`src/rtl/core/nsfr_pkg.sv`:
```
// Shared constants and types for the navigation solution frame receiver.
package nsfr_pkg;

    localparam int FRAME_BYTES  = 60;
    localparam int POS_W        = 6;
    localparam int FIX_TYPE_POS = 16;
    localparam int DATA_FIRST   = 18;
    localparam int DATA_BYTES   = 32;
    localparam int DATA_WORDS   = DATA_BYTES / 4;
    localparam int SUM_FIRST    = 2;
    localparam int SUM_LAST     = FRAME_BYTES - 3;
    localparam int CSUM_A_POS   = FRAME_BYTES - 2;
    localparam int HEADER_LEN   = 4;

    localparam logic [7:0] MIN_FIX_RESET = 8'd3;

    localparam logic [7:0] HDR_SYNC1 = 8'hB5;
    localparam logic [7:0] HDR_SYNC2 = 8'h62;
    localparam logic [7:0] HDR_CLASS = 8'h01;
    localparam logic [7:0] HDR_ID    = 8'h06;

    typedef enum logic [1:0] {
        ST_ACCEPTED  = 2'd0,
        ST_CSUM_ERR  = 2'd1,
        ST_BUSY_DROP = 2'd2
    } nsfr_status_t;

    typedef struct packed {
        nsfr_status_t status;
        logic         fix_valid;
        logic [31:0]  pos_x_cm;
        logic [31:0]  pos_y_cm;
        logic [31:0]  pos_z_cm;
        logic [31:0]  pos_accuracy_cm;
        logic [31:0]  vel_x_cms;
        logic [31:0]  vel_y_cms;
        logic [31:0]  vel_z_cms;
        logic [31:0]  vel_accuracy_cms;
    } nsfr_result_t;

    typedef struct packed {
        logic         valid;
        logic         last;
        nsfr_result_t result;
    } nsfr_parse_t;

    function automatic logic [7:0] header_byte(input logic [1:0] idx);
        logic [7:0] hb;
        case (idx)
            2'd0:    hb = HDR_SYNC1;
            2'd1:    hb = HDR_SYNC2;
            2'd2:    hb = HDR_CLASS;
            2'd3:    hb = HDR_ID;
            default: hb = HDR_SYNC1;
        endcase
        return hb;
    endfunction

endpackage

```
`src/rtl/core/nsfr_parser.sv`:
```
// Frame position tracker, header check, Fletcher sum and field capture.
module nsfr_parser (
    input  logic                 clk,
    input  logic                 rst_n,
    input  logic                 step,
    input  logic [7:0]           rx_byte,
    input  logic                 reader_busy,
    input  logic [7:0]           min_fix_type,
    output nsfr_pkg::nsfr_parse_t parse
);
    import nsfr_pkg::*;

    localparam logic [POS_W-1:0] POS_LAST   = POS_W'(FRAME_BYTES - 1);
    localparam logic [POS_W-1:0] POS_HDR    = POS_W'(HEADER_LEN);
    localparam logic [POS_W-1:0] POS_SUM_LO = POS_W'(SUM_FIRST);
    localparam logic [POS_W-1:0] POS_SUM_HI = POS_W'(SUM_LAST);
    localparam logic [POS_W-1:0] POS_FIX    = POS_W'(FIX_TYPE_POS);
    localparam logic [POS_W-1:0] POS_CSUM_A = POS_W'(CSUM_A_POS);

    logic [POS_W-1:0] pos_reg, pos_next;
    logic [7:0]       sum_a_reg, sum_a_next;
    logic [7:0]       sum_b_reg, sum_b_next;
    logic [7:0]       fix_type_reg;
    logic [7:0]       csum_a_rx_reg;
    logic [7:0]       data_reg [DATA_BYTES];

    logic             in_range;
    logic             hdr_bad;
    logic             keep;
    logic             last;
    logic             in_sum;
    logic             csum_ok;
    logic [7:0][31:0] words;

    always_comb
    begin
        in_range = (pos_reg <= POS_LAST);
        hdr_bad  = (pos_reg < POS_HDR) && (rx_byte != header_byte(pos_reg[1:0]));
        keep     = in_range && !hdr_bad;
        last     = (pos_reg == POS_LAST);
        in_sum   = (pos_reg >= POS_SUM_LO) && (pos_reg <= POS_SUM_HI);
    end

    always_comb
    begin
        pos_next   = pos_reg;
        sum_a_next = sum_a_reg;
        sum_b_next = sum_b_reg;
        if (step)
        begin
            if (!keep || last)
            begin
                pos_next   = '0;
                sum_a_next = '0;
                sum_b_next = '0;
            end
            else
            begin
                pos_next = pos_reg + POS_W'(1);
                if (in_sum)
                begin
                    sum_a_next = sum_a_reg + rx_byte;
                    sum_b_next = sum_b_reg + sum_a_next;
                end
            end
        end
    end

    always_ff @(posedge clk or negedge rst_n)
    begin
        if (!rst_n)
        begin
            pos_reg   <= '0;
            sum_a_reg <= '0;
            sum_b_reg <= '0;
        end
        else
        begin
            pos_reg   <= pos_next;
            sum_a_reg <= sum_a_next;
            sum_b_reg <= sum_b_next;
        end
    end

    // Each capture byte has a fixed frame slot of its own.
    always_ff @(posedge clk)
    begin
        if (step && pos_reg == POS_FIX)
        begin
            fix_type_reg <= rx_byte;
        end
        if (step && pos_reg == POS_CSUM_A)
        begin
            csum_a_rx_reg <= rx_byte;
        end
        for (int i = 0; i < DATA_BYTES; i++)
        begin
            if (step && pos_reg == POS_W'(DATA_FIRST + i))
            begin
                data_reg[i] <= rx_byte;
            end
        end
    end

    always_comb
    begin
        for (int w = 0; w < DATA_WORDS; w++)
        begin
            words[w] = {data_reg[4*w+3], data_reg[4*w+2], data_reg[4*w+1], data_reg[4*w]};
        end
    end

    // Last byte is the received B sum; the sums already cover the payload.
    assign csum_ok = (csum_a_rx_reg == sum_a_reg) && (rx_byte == sum_b_reg);

    always_comb
    begin
        parse.valid  = step && keep && last;
        parse.last   = last;
        parse.result = '0;
        if (!csum_ok)
        begin
            parse.result.status = ST_CSUM_ERR;
        end
        else if (reader_busy)
        begin
            parse.result.status = ST_BUSY_DROP;
        end
        else
        begin
            parse.result.status           = ST_ACCEPTED;
            parse.result.fix_valid        = (fix_type_reg >= min_fix_type);
            parse.result.pos_x_cm         = words[0];
            parse.result.pos_y_cm         = words[1];
            parse.result.pos_z_cm         = words[2];
            parse.result.pos_accuracy_cm  = words[3];
            parse.result.vel_x_cms        = words[4];
            parse.result.vel_y_cms        = words[5];
            parse.result.vel_z_cms        = words[6];
            parse.result.vel_accuracy_cms = words[7];
        end
    end

endmodule

```
`src/rtl/core/nsfr_result_reg.sv`:
```
// Result register with valid/ready handshake toward the consumer.
module nsfr_result_reg (
    input  logic                  clk,
    input  logic                  rst_n,
    input  logic                  load,
    input  nsfr_pkg::nsfr_result_t result_in,
    input  logic                  out_ready,
    output logic                  out_valid,
    output nsfr_pkg::nsfr_result_t result_out
);
    import nsfr_pkg::*;

    logic         out_valid_reg, out_valid_next;
    nsfr_result_t result_reg;

    always_comb
    begin
        out_valid_next = out_valid_reg;
        if (load)
        begin
            out_valid_next = 1'b1;
        end
        else if (out_ready)
        begin
            out_valid_next = 1'b0;
        end
    end

    always_ff @(posedge clk or negedge rst_n)
    begin
        if (!rst_n)
        begin
            out_valid_reg <= 1'b0;
        end
        else
        begin
            out_valid_reg <= out_valid_next;
        end
    end

    always_ff @(posedge clk)
    begin
        if (load)
        begin
            result_reg <= result_in;
        end
    end

    assign out_valid  = out_valid_reg;
    assign result_out = result_reg;

endmodule

```
`src/rtl/core/nav_solution_frame_receiver.sv`:
```
// Top level of the navigation solution frame receiver.
//
//  Channel   Handshake              Word
//  -------   ---------------------  ----------------------------------------
//  input     in_valid / in_ready    rx_byte, reader_busy (one serial byte)
//  output    out_valid / out_ready  frame_status, fix_valid, eight 32-bit fields
//  config    cfg_we                 cfg_wdata -> min_fix_type (reset 3)
//
//  One word is taken per cycle unless a last byte is held. A byte is parsed in
//  a single pass while it sits in the input register; a frame result loads into
//  the result register when the last byte of a frame advances, and out_valid is
//  driven from that register. Only the last byte of a frame waits for a free
//  result register; every other byte advances without regard to out_ready.
//  Reset (rst_n, async, active low) clears the position, the sums, the valid
//  flags and sets min_fix_type to 3; captured payload bytes are not reset.
module nav_solution_frame_receiver (
    input  logic               clk,
    input  logic               rst_n,
    input  logic               in_valid,
    output logic               in_ready,
    input  logic [7:0]         rx_byte,
    input  logic               reader_busy,
    input  logic               cfg_we,
    input  logic [7:0]         cfg_wdata,
    output logic               out_valid,
    input  logic               out_ready,
    output logic [1:0]         frame_status,
    output logic               fix_valid,
    output logic signed [31:0] pos_x_cm,
    output logic signed [31:0] pos_y_cm,
    output logic signed [31:0] pos_z_cm,
    output logic [31:0]        pos_accuracy_cm,
    output logic signed [31:0] vel_x_cms,
    output logic signed [31:0] vel_y_cms,
    output logic signed [31:0] vel_z_cms,
    output logic [31:0]        vel_accuracy_cms
);
    import nsfr_pkg::*;

    logic         in_valid_reg, in_valid_next;
    logic [7:0]   byte_reg;
    logic         busy_reg;
    logic [7:0]   min_fix_type_reg;
    logic         advance;
    logic         take;
    logic         out_valid_int;
    nsfr_parse_t  parse;
    nsfr_result_t result;

    // Hold a last byte until the result register can take its result.
    assign advance  = in_valid_reg && (!parse.last || !out_valid_int || out_ready);
    assign in_ready = !in_valid_reg || advance;
    assign take     = in_valid && in_ready;

    always_comb
    begin
        in_valid_next = in_valid_reg;
        if (take)
        begin
            in_valid_next = 1'b1;
        end
        else if (advance)
        begin
            in_valid_next = 1'b0;
        end
    end

    always_ff @(posedge clk or negedge rst_n)
    begin
        if (!rst_n)
        begin
            in_valid_reg     <= 1'b0;
            min_fix_type_reg <= MIN_FIX_RESET;
        end
        else
        begin
            in_valid_reg <= in_valid_next;
            if (cfg_we)
            begin
                min_fix_type_reg <= cfg_wdata;
            end
        end
    end

    always_ff @(posedge clk)
    begin
        if (take)
        begin
            byte_reg <= rx_byte;
            busy_reg <= reader_busy;
        end
    end

    nsfr_parser u_parser (
        .clk          (clk),
        .rst_n        (rst_n),
        .step         (advance),
        .rx_byte      (byte_reg),
        .reader_busy  (busy_reg),
        .min_fix_type (min_fix_type_reg),
        .parse        (parse)
    );

    nsfr_result_reg u_result (
        .clk        (clk),
        .rst_n      (rst_n),
        .load       (parse.valid),
        .result_in  (parse.result),
        .out_ready  (out_ready),
        .out_valid  (out_valid_int),
        .result_out (result)
    );

    assign out_valid        = out_valid_int;
    assign frame_status     = result.status;
    assign fix_valid        = result.fix_valid;
    assign pos_x_cm         = result.pos_x_cm;
    assign pos_y_cm         = result.pos_y_cm;
    assign pos_z_cm         = result.pos_z_cm;
    assign pos_accuracy_cm  = result.pos_accuracy_cm;
    assign vel_x_cms        = result.vel_x_cms;
    assign vel_y_cms        = result.vel_y_cms;
    assign vel_z_cms        = result.vel_z_cms;
    assign vel_accuracy_cms = result.vel_accuracy_cms;

endmodule
```
`config.mk`:
```
export PLATFORM = sky130hd
export DESIGN_NAME = nav_solution_frame_receiver
export DESIGN_NICKNAME = d
export VERILOG_FILES = /design/src/rtl/core/nsfr_pkg.sv /design/src/rtl/core/nsfr_parser.sv /design/src/rtl/core/nsfr_result_reg.sv /design/src/rtl/core/nav_solution_frame_receiver.sv
export SDC_FILE = /design/constraint.sdc
export NUM_CORES = 1
export LEC_CHECK = 0
export CORE_UTILIZATION = 60
export CTS_CLUSTER_DIAMETER = 120
export DETAILED_ROUTE_END_ITERATION = 10
export DONT_BUFFER_PORTS = 1
export PLACE_DENSITY_LB_ADDON = 0.15
export SKIP_LAST_GASP = 1
export SLEW_MARGIN = 25
export SYNTH_ARGS = -nofsm -noshare
export SYNTH_HDL_FRONTEND = slang
export SYNTH_HIERARCHICAL = 1
export SYNTH_SLANG_ARGS = --single-unit
export TNS_END_PERCENT = 100
```
`constraint.sdc`:
```
create_clock -name clk -period 19.25 [get_ports clk]
set_clock_uncertainty 0.15 [all_clocks]
set_input_delay 1.925 -clock clk [delete_from_list [all_inputs] [get_ports clk]]
set_output_delay 1.925 -clock clk [all_outputs]
set_load 0.005 [all_outputs]
```
==> out/metrics.csv, run 1 <==
stage,metric,value,unit
clock_network,CTS hold repair buffers,0,
clock_network,clock slew at reported path FFs,0.06,ns
power_and_ir_drop,leak pwr,8.51,nW
global_routing,GR Overflow Total,0,
setup_path,critical path cell sequence,"nor2b_1, nand2_1, nor2_1, a31oi_2, nand3_1, nor2_4, buf_6, buf_6",
setup_path,CP Capture Type,register,
detailed_routing,DRT iter0 DRCs,718,
sta,post-layout min period,4.60,ns
finish,ANT cells,0,
global_routing,initial antenna violation count,0,
detailed_routing,Post-Route WL,39.5,mm
synth,Ys Warns,6,
setup_path,Crit path largest cell delay,0.85,ns
floorplanning,core area,0.0337,mm^2
setup_path,"most used cell, CP",buf_6,
sta,RSZ-0062 raised after global routing,no,
worst_hold_path,min-delay worst type,register to register,
detailed_routing,routed via count,9125,
sta,Setup-failing EPs final,0,
synth,Mapped Cells,1128,
global_routing,first-pass GRT wire length,58.0,mm
synth,"flops & latches, synth",572,
global_routing,vias in the first global route,8968,
setup_path,Critical Path Fanout Max,95,
setup_path,Crit path buffers/inverters,2,
floorplanning,Starting Density,61.4,%
power_and_ir_drop,pwr dens,105,mW/mm^2
sta,Slew Limit Fails,0,
setup_path,Worst path slowest cell,dfrtp_1,
finish,final-stage net count,1209,
synth,Synth Cell Area,0.0207,mm^2
floorplanning,die width,188,um
clock_network,CTS buffer count,54,
placement,placed instance area,0.0212,mm^2
run,Max-Cap Viols,0,
detailed_routing,"antenna viol nets, final",0,
sta,fmax,0.217,GHz
synth,Netlist cell types,50,
synth,syn_area_per_cell,18.3,um^2
clock_network,post-CTS setup buffer count,0,
clock_network,buffer depth of the longest clock path,3,
global_routing,gr usage total,22.6,%
detailed_routing,drt drc,0,
sta,Sum Neg Setup Slack,0,ns
clock_network,Root Driver,clkbuf_16,
floorplanning,DIE AREA,0.0352,mm^2
detailed_routing,post-DR wirelength/cell,24.0,um
finish,post-route cell area,0.0229,mm^2
finish,max reg flops,259,
finish,proportion of layout cells with a drive suffix above 1,10.1,%
synth,register area share after synthesis,82.2,%
global_routing,largest net degree at the start of global routing,139,
floorplanning,Ports,283,
clock_network,CTS tree,yes,
sta,normalized max-slew margin,33.9,%
clock_network,CTS Sinks,572,
finish,Layout fillers,2195,
run_status,status,finished clean,
setup_path,Startpoint Class,register,
detailed_routing,vias per cell,5.54,
clock_network,H-tree levels,2,
setup_path,CP required,19.30,ns
sta,Hold Fails Final Rpt,0,
setup_path,critical path class,register to register,
synth,"EDFF count, synth",540,
power_and_ir_drop,worst vdd ir,0.0638,mV
finish,Area Overhead vs Synth,10.7,%
clock_network,Post-CTS Resized,0,
finish,Multi-input gate area,0.00344,mm^2
placement,post-DP HPWL,23.4,mm
floorplanning,Rows,67,
synth,"Top FF cell, synth",edfxtp_1,
finish,Reg area,0.0170,mm^2
sta,Final period util,23.9,%
synth,syn_nets,1180,
placement,port bufs,0,
floorplanning,Die H,188,um
placement,GPL Wtd Cong,0.754,
clock_network,clk_lat worst skew,0.58,ns
detailed_routing,router iterations before antenna repair,5,
setup_path,Worst EP arrival,4.65,ns
synth,asr flop ratio synth,5.59,%
setup_path,Top delay family on crit path,buffers and inverters,
sta,Worst-Margin Slew,0.992,ns
## layout make-up
class / count / area share (%)
inverters: 26 / 0.426
well taps: 448 / 2.45
flip-flops and latches: 572 / 74.3
multi-input cells: 490 / 15.0
clock buffers: 67 / 6.11
repair buffers: 13 / 0.475
clock inverters: 32 / 1.20
## metrics by stage
stage	power [mW]	utilization [%]	hold WS [ns]	std cells	setup slack (ns)
2_1_floorplan	1.41	-	0.332	1128	4.71
3_3_place_gp	1.43	62.9	0.349	1549	13.49
3_5_place_dp	1.43	62.9	0.348	1549	13.91
4_1_cts	2.42	67.9	0.358	1648	14.38
5_1_grt	2.47	68.0	0.371	1648	14.40
6_report	2.40	68.0	0.359	1648	14.65
## synth_stat cells (3+ instances only)
| master | n | share of area (%) |
|---|---|---|
| clkbuf_1 | 29 | 0.53 |
| edfxtp_1 | 540 | 78 |
| xor2_1 | 22 | 0.93 |
| a21o_1 | 5 | 0.18 |
| clkbuf_2 | 3 | 0.073 |
| a22o_2 | 8 | 0.39 |
| and2_1 | 266 | 8.0 |
| nand3_1 | 11 | 0.27 |
| o211ai_1 | 3 | 0.11 |
| nor4b_1 | 5 | 0.21 |
| xnor2_1 | 10 | 0.42 |
| buf_6 | 4 | 0.22 |
| o31ai_1 | 4 | 0.15 |
| mux2_4 | 8 | 0.58 |
| o21ai_0 | 9 | 0.22 |
| a21oi_1 | 10 | 0.24 |
| nor4_1 | 4 | 0.12 |
| dfrtp_1 | 30 | 3.6 |
| nand2b_1 | 5 | 0.15 |
| nand3b_1 | 3 | 0.11 |
| ha_1 | 28 | 1.7 |
| nand2_1 | 18 | 0.33 |
| inv_1 | 25 | 0.45 |
| nor2b_1 | 4 | 0.12 |
| a22o_1 | 3 | 0.13 |
| nor2_1 | 38 | 0.69 |
## logic make-up (layout without fill, tap and decap cells)
group	after synthesis	in the layout	synth area share (%)
AO/OA/AOI/OAI	56	56	2.06
flip-flops	572	572	82.2
adder cells (fa/ha/maj)	30	30	1.89
XOR/XNOR	32	32	1.35
AND/OR/NAND/NOR	363	363	10.4
multiplexers	9	9	0.629
buffers and inverters	66	138	1.41
## layer usage
metal / track usage, % / wire (um)
met1: 30.5 / 16400
met5: 0 / 0
met4: 6.10 / 719
met3: 5.03 / 2610
met2: 37.6 / 19800
## worst register-to-register path, stage by stage, from the launching register on
cell and delay (ns):
dfrtp_1 0.85, nor2b_1 0.18, nand2_1 0.29, nor2_1 0.15
a31oi_2 0.63, nand3_1 0.32, nor2_4 0.19, buf_6 0.65
buf_6 0.74
## path summary, 6_finish.rpt
path,from,to,slack (ns),cells past startpoint
max,u_parser/pos_reg[2],u_result/result_out[137],14.65,8
min,min_fix_type_reg[7],min_fix_type_reg[7],0.36,1
max reg2reg,u_parser/pos_reg[2],u_result/result_out[137],14.65,8
min reg2reg,min_fix_type_reg[7],min_fix_type_reg[7],0.36,1
max in group asynchronous,rst_n,min_fix_type_reg[0],17.88,0
min in group asynchronous,rst_n,u_parser/sum_b_reg[5],0.89,0
## report_power, final
| part | leakage, nW | switching, mW | internal [mW] |
|---|---|---|---|
| registers | 5.96 | 0.00177 | 1.36 |
| clock network | 0.810 | 0.428 | 0.570 |
| logic | 1.75 | 0.0309 | 0.0102 |
## layout by cell type, fill, tap and decap left out, types with 3 or more instances in the layout
cell type,instances
edfxtp_1,540
clkbuf_16,54
dfrtp_1,30
o211ai_1,3
inv_1,25
nor2_4,3
nor4_1,4
nand2_1,18
nor4b_2,4
bufinv_16,4
xor2_1,22
xnor2_1,10
clkbuf_1,13
o31ai_1,4
buf_4,10
a22o_2,8
nand2b_1,5
clkinv_2,8
a22o_1,3
a21oi_1,10
mux2_4,8
nor2b_1,4
a21o_1,5
clkinv_1,13
o21ai_0,9
clkinvlp_4,3
and2_1,266
nand3b_1,3
ha_1,28
nor2_1,36
buf_6,3
nand3_1,11
No activity file was read; power rests on OpenSTA's default activity.
==> inputs of run 2 (changes only) <==
clock period = 4.7 ns   (was 19.25 ns; I/O delays follow)
==> run 2 against run 1 <==
Register-to-register slack worse by 14 ns. Cell area up 2.4%. Count of clock-buffer cells in the layout stayed put. Via count rose by 2.6%. Maximum frequency up 23%. Clock power rose to 4.4 times the previous value. Critical path depth shrank 1. Combinational power grew to 5.0 times the previous value.
==> out/metrics.csv, run 2 (synthesis gave the netlist of run 1 again) <==
stage,metric,value,unit,change
clock_network,clk_lat worst skew,0.59,ns,about the same
clock_network,clock slew at reported path FFs,0.06,ns,about the same
finish,ANT cells,0,,unchanged
floorplanning,Die H,188,um,unchanged
global_routing,initial antenna violation count,0,,unchanged
sta,Sum Neg Setup Slack,0,ns,unchanged
finish,Area Overhead vs Synth,13.3,%,
sta,Final period util,79.7,%,+56 points
placement,post-DP HPWL,23.2,mm,-0.96%
floorplanning,Starting Density,61.4,%,unchanged
setup_path,critical path class,register to register,,
finish,"Cell Count, Final, Fillers Out",1680,,+1.9%
setup_path,CP required,4.79,ns,-14.51 ns
detailed_routing,router iterations before antenna repair,5,,unchanged
power_and_ir_drop,worst vdd ir,0.358,mV,+460%
sta,Hold Fails Final Rpt,0,,unchanged
sta,RSZ-0062 raised after global routing,no,,
global_routing,vias in the first global route,9013,,+0.50%
finish,"leading cell type in the layout, fill and taps excluded",edfxtp_1,,
sta,post-layout min period,3.75,ns,-0.855 ns
sta,worst setup margin,0.955,ns,-13.70 ns
finish,Layout fillers,2124,,-3.2%
clock_network,CTS Sinks,572,,unchanged
floorplanning,core area,0.0337,mm^2,unchanged
detailed_routing,routed via count,9358,,+2.6%
setup_path,CP Capture Type,register,,
placement,placed instance area,0.0213,mm^2,+0.44%
sta,fmax,0.267,GHz,+23%
clock_network,buffer depth of the longest clock path,3,,unchanged
detailed_routing,post-DR wirelength/cell,23.8,um,-0.80%
floorplanning,Rows,67,,unchanged
worst_hold_path,min-delay worst type,primary input to register,,
placement,worst slack at placement,0.996,ns,-12.92 ns
finish,final-stage net count,1240,,+2.6%
placement,placed cell count,1551,,+0.13%
setup_path,Worst EP arrival,3.83,ns,-0.82 ns
placement,port bufs,0,,unchanged
global_routing,GR Overflow Total,0,,unchanged
global_routing,largest net degree at the start of global routing,166,,+19%
power_and_ir_drop,leak pwr,8.76,nW,+2.8%
sta,normalized max-slew margin,33.6,%,-0.25 points
detailed_routing,Post-Route WL,40.0,mm,+1.1%
sta,Setup-failing EPs final,0,,unchanged
floorplanning,die width,188,um,unchanged
finish,max reg flops,259,,unchanged
clock_network,H-tree levels,2,,unchanged
finish,most frequent cells in the layout,"edfxtp_1, and2_1, clkbuf_16, nor2_1, dfrtp_1",,
clock_network,CTS buffer count,54,,unchanged
run_status,status,finished clean,,
detailed_routing,"antenna viol nets, final",0,,unchanged
floorplanning,Ports,283,,unchanged
finish,proportion of layout cells with a drive suffix above 1,11.5,%,+1.4 points
setup_path,Startpoint Class,register,,
detailed_routing,DRT iter0 DRCs,744,,+3.6%
clock_network,CTS tree,yes,,
sta,Worst-Margin Slew,0.993,ns,+0.00116 ns
placement,GPL Wtd Cong,0.824,,+9.2%
detailed_routing,drt drc,0,,unchanged
sta,Slew Limit Fails,0,,unchanged
global_routing,gr usage total,22.8,%,+0.16 points
global_routing,first-pass GRT wire length,58.1,mm,+0.17%
floorplanning,DIE AREA,0.0352,mm^2,unchanged
detailed_routing,vias per cell,5.57,,+0.60%
finish,post-route cell area,0.0235,mm^2,+2.4%
clock_network,Root Driver,clkbuf_16,,
setup_path,Critical Path Fanout Max,19,,-80%
power_and_ir_drop,pwr dens,436,mW/mm^2,+320%
power_and_ir_drop,Final Power,10.2,mW,+330%
run,Max-Cap Viols,0,,unchanged
run 2: changes by cell type in the layout (fill, tap and decap cells not counted), moves of 3 or more:
cell / change
clkinv_1: -8
clkbuf_8: +5
clkbuf_1: -5
clkinv_2: +3
buf_6: -3
buf_12: +4
dlygate4sd3_1: +28
bufinv_16: +4
run 2: metrics by stage:
| step | util (%) | hold WS [ns] |
|---|---|---|
| 5_1_grt | 69.6 | 0.0381 |
| 4_1_cts | 69.6 | 0.0242 |
| 2_1_floorplan | - | 0.0244 |
| 6_report | 69.6 | 0.0669 |
| 3_5_place_dp | 63.2 | 0.0255 |
| 3_3_place_gp | 63.2 | 0.0256 |
run 2: final cells by class:
type / instances / area [um^2] / area share (%)
Multi-Input combinational cell: 490 / 3480 / 14.8
Timing Repair Buffer: 44 / 450 / 1.92
Inverter: 26 / 97.6 / 0.416
Clock inverter: 33 / 394 / 1.68
Clock buffer: 67 / 1450 / 6.18
Sequential cell: 572 / 17000 / 72.6
Tap cell: 448 / 561 / 2.39
run 2: critical path, cell delays in order, from the launching register on:
cell      delay (ns)
dfrtp_1         0.74
nor2b_1         0.22
nand2_4         0.15
nor2_1          0.11
a31oi_4         0.38
nand3b_1        0.62
nor2_1          0.58
and2_1          0.44
run 2: path summary, 6_finish.rpt:
check / startpoint / cells after the start / slack (ns) / endpoint
min reg2reg: u_parser/data_reg[0][62] / 1 / 0.36 / u_result/result_out[222]
max: u_parser/pos_reg[2] / 7 / 0.95 / u_parser/data_reg[1][17]
max reg2reg: u_parser/pos_reg[2] / 7 / 0.95 / u_parser/data_reg[1][17]
min in group asynchronous: rst_n / 2 / 0.19 / u_result/out_valid
min: out_ready / 2 / 0.07 / in_valid_reg
max in group asynchronous: rst_n / 2 / 3.95 / min_fix_type_reg[0]
run 2: report_power, final:
part,total (mW),switching [mW],internal [mW]
clock,4.44,1.81,2.64
combinational,0.204,0.139,0.0649
sequential,5.58,0.0114,5.57
run 2: timing repair:
action,CTS,global route
setup endpoints to repair,0,0
endpoints found under the hold margin,51,0
gates resized for setup,0,0
setup buffers,0,0
hold buffers,29,0
run 2: layer usage:
metal | vias up | part of all wire [%] | track usage [%]
met5 | - | 0 | 0
li1 | 4215 | - | -
met2 | 329 | 50 | 37.8
met3 | 58 | 6.4 | 5.75
met1 | 4756 | 42 | 30.4
met4 | 0 | 1.9 | 5.97
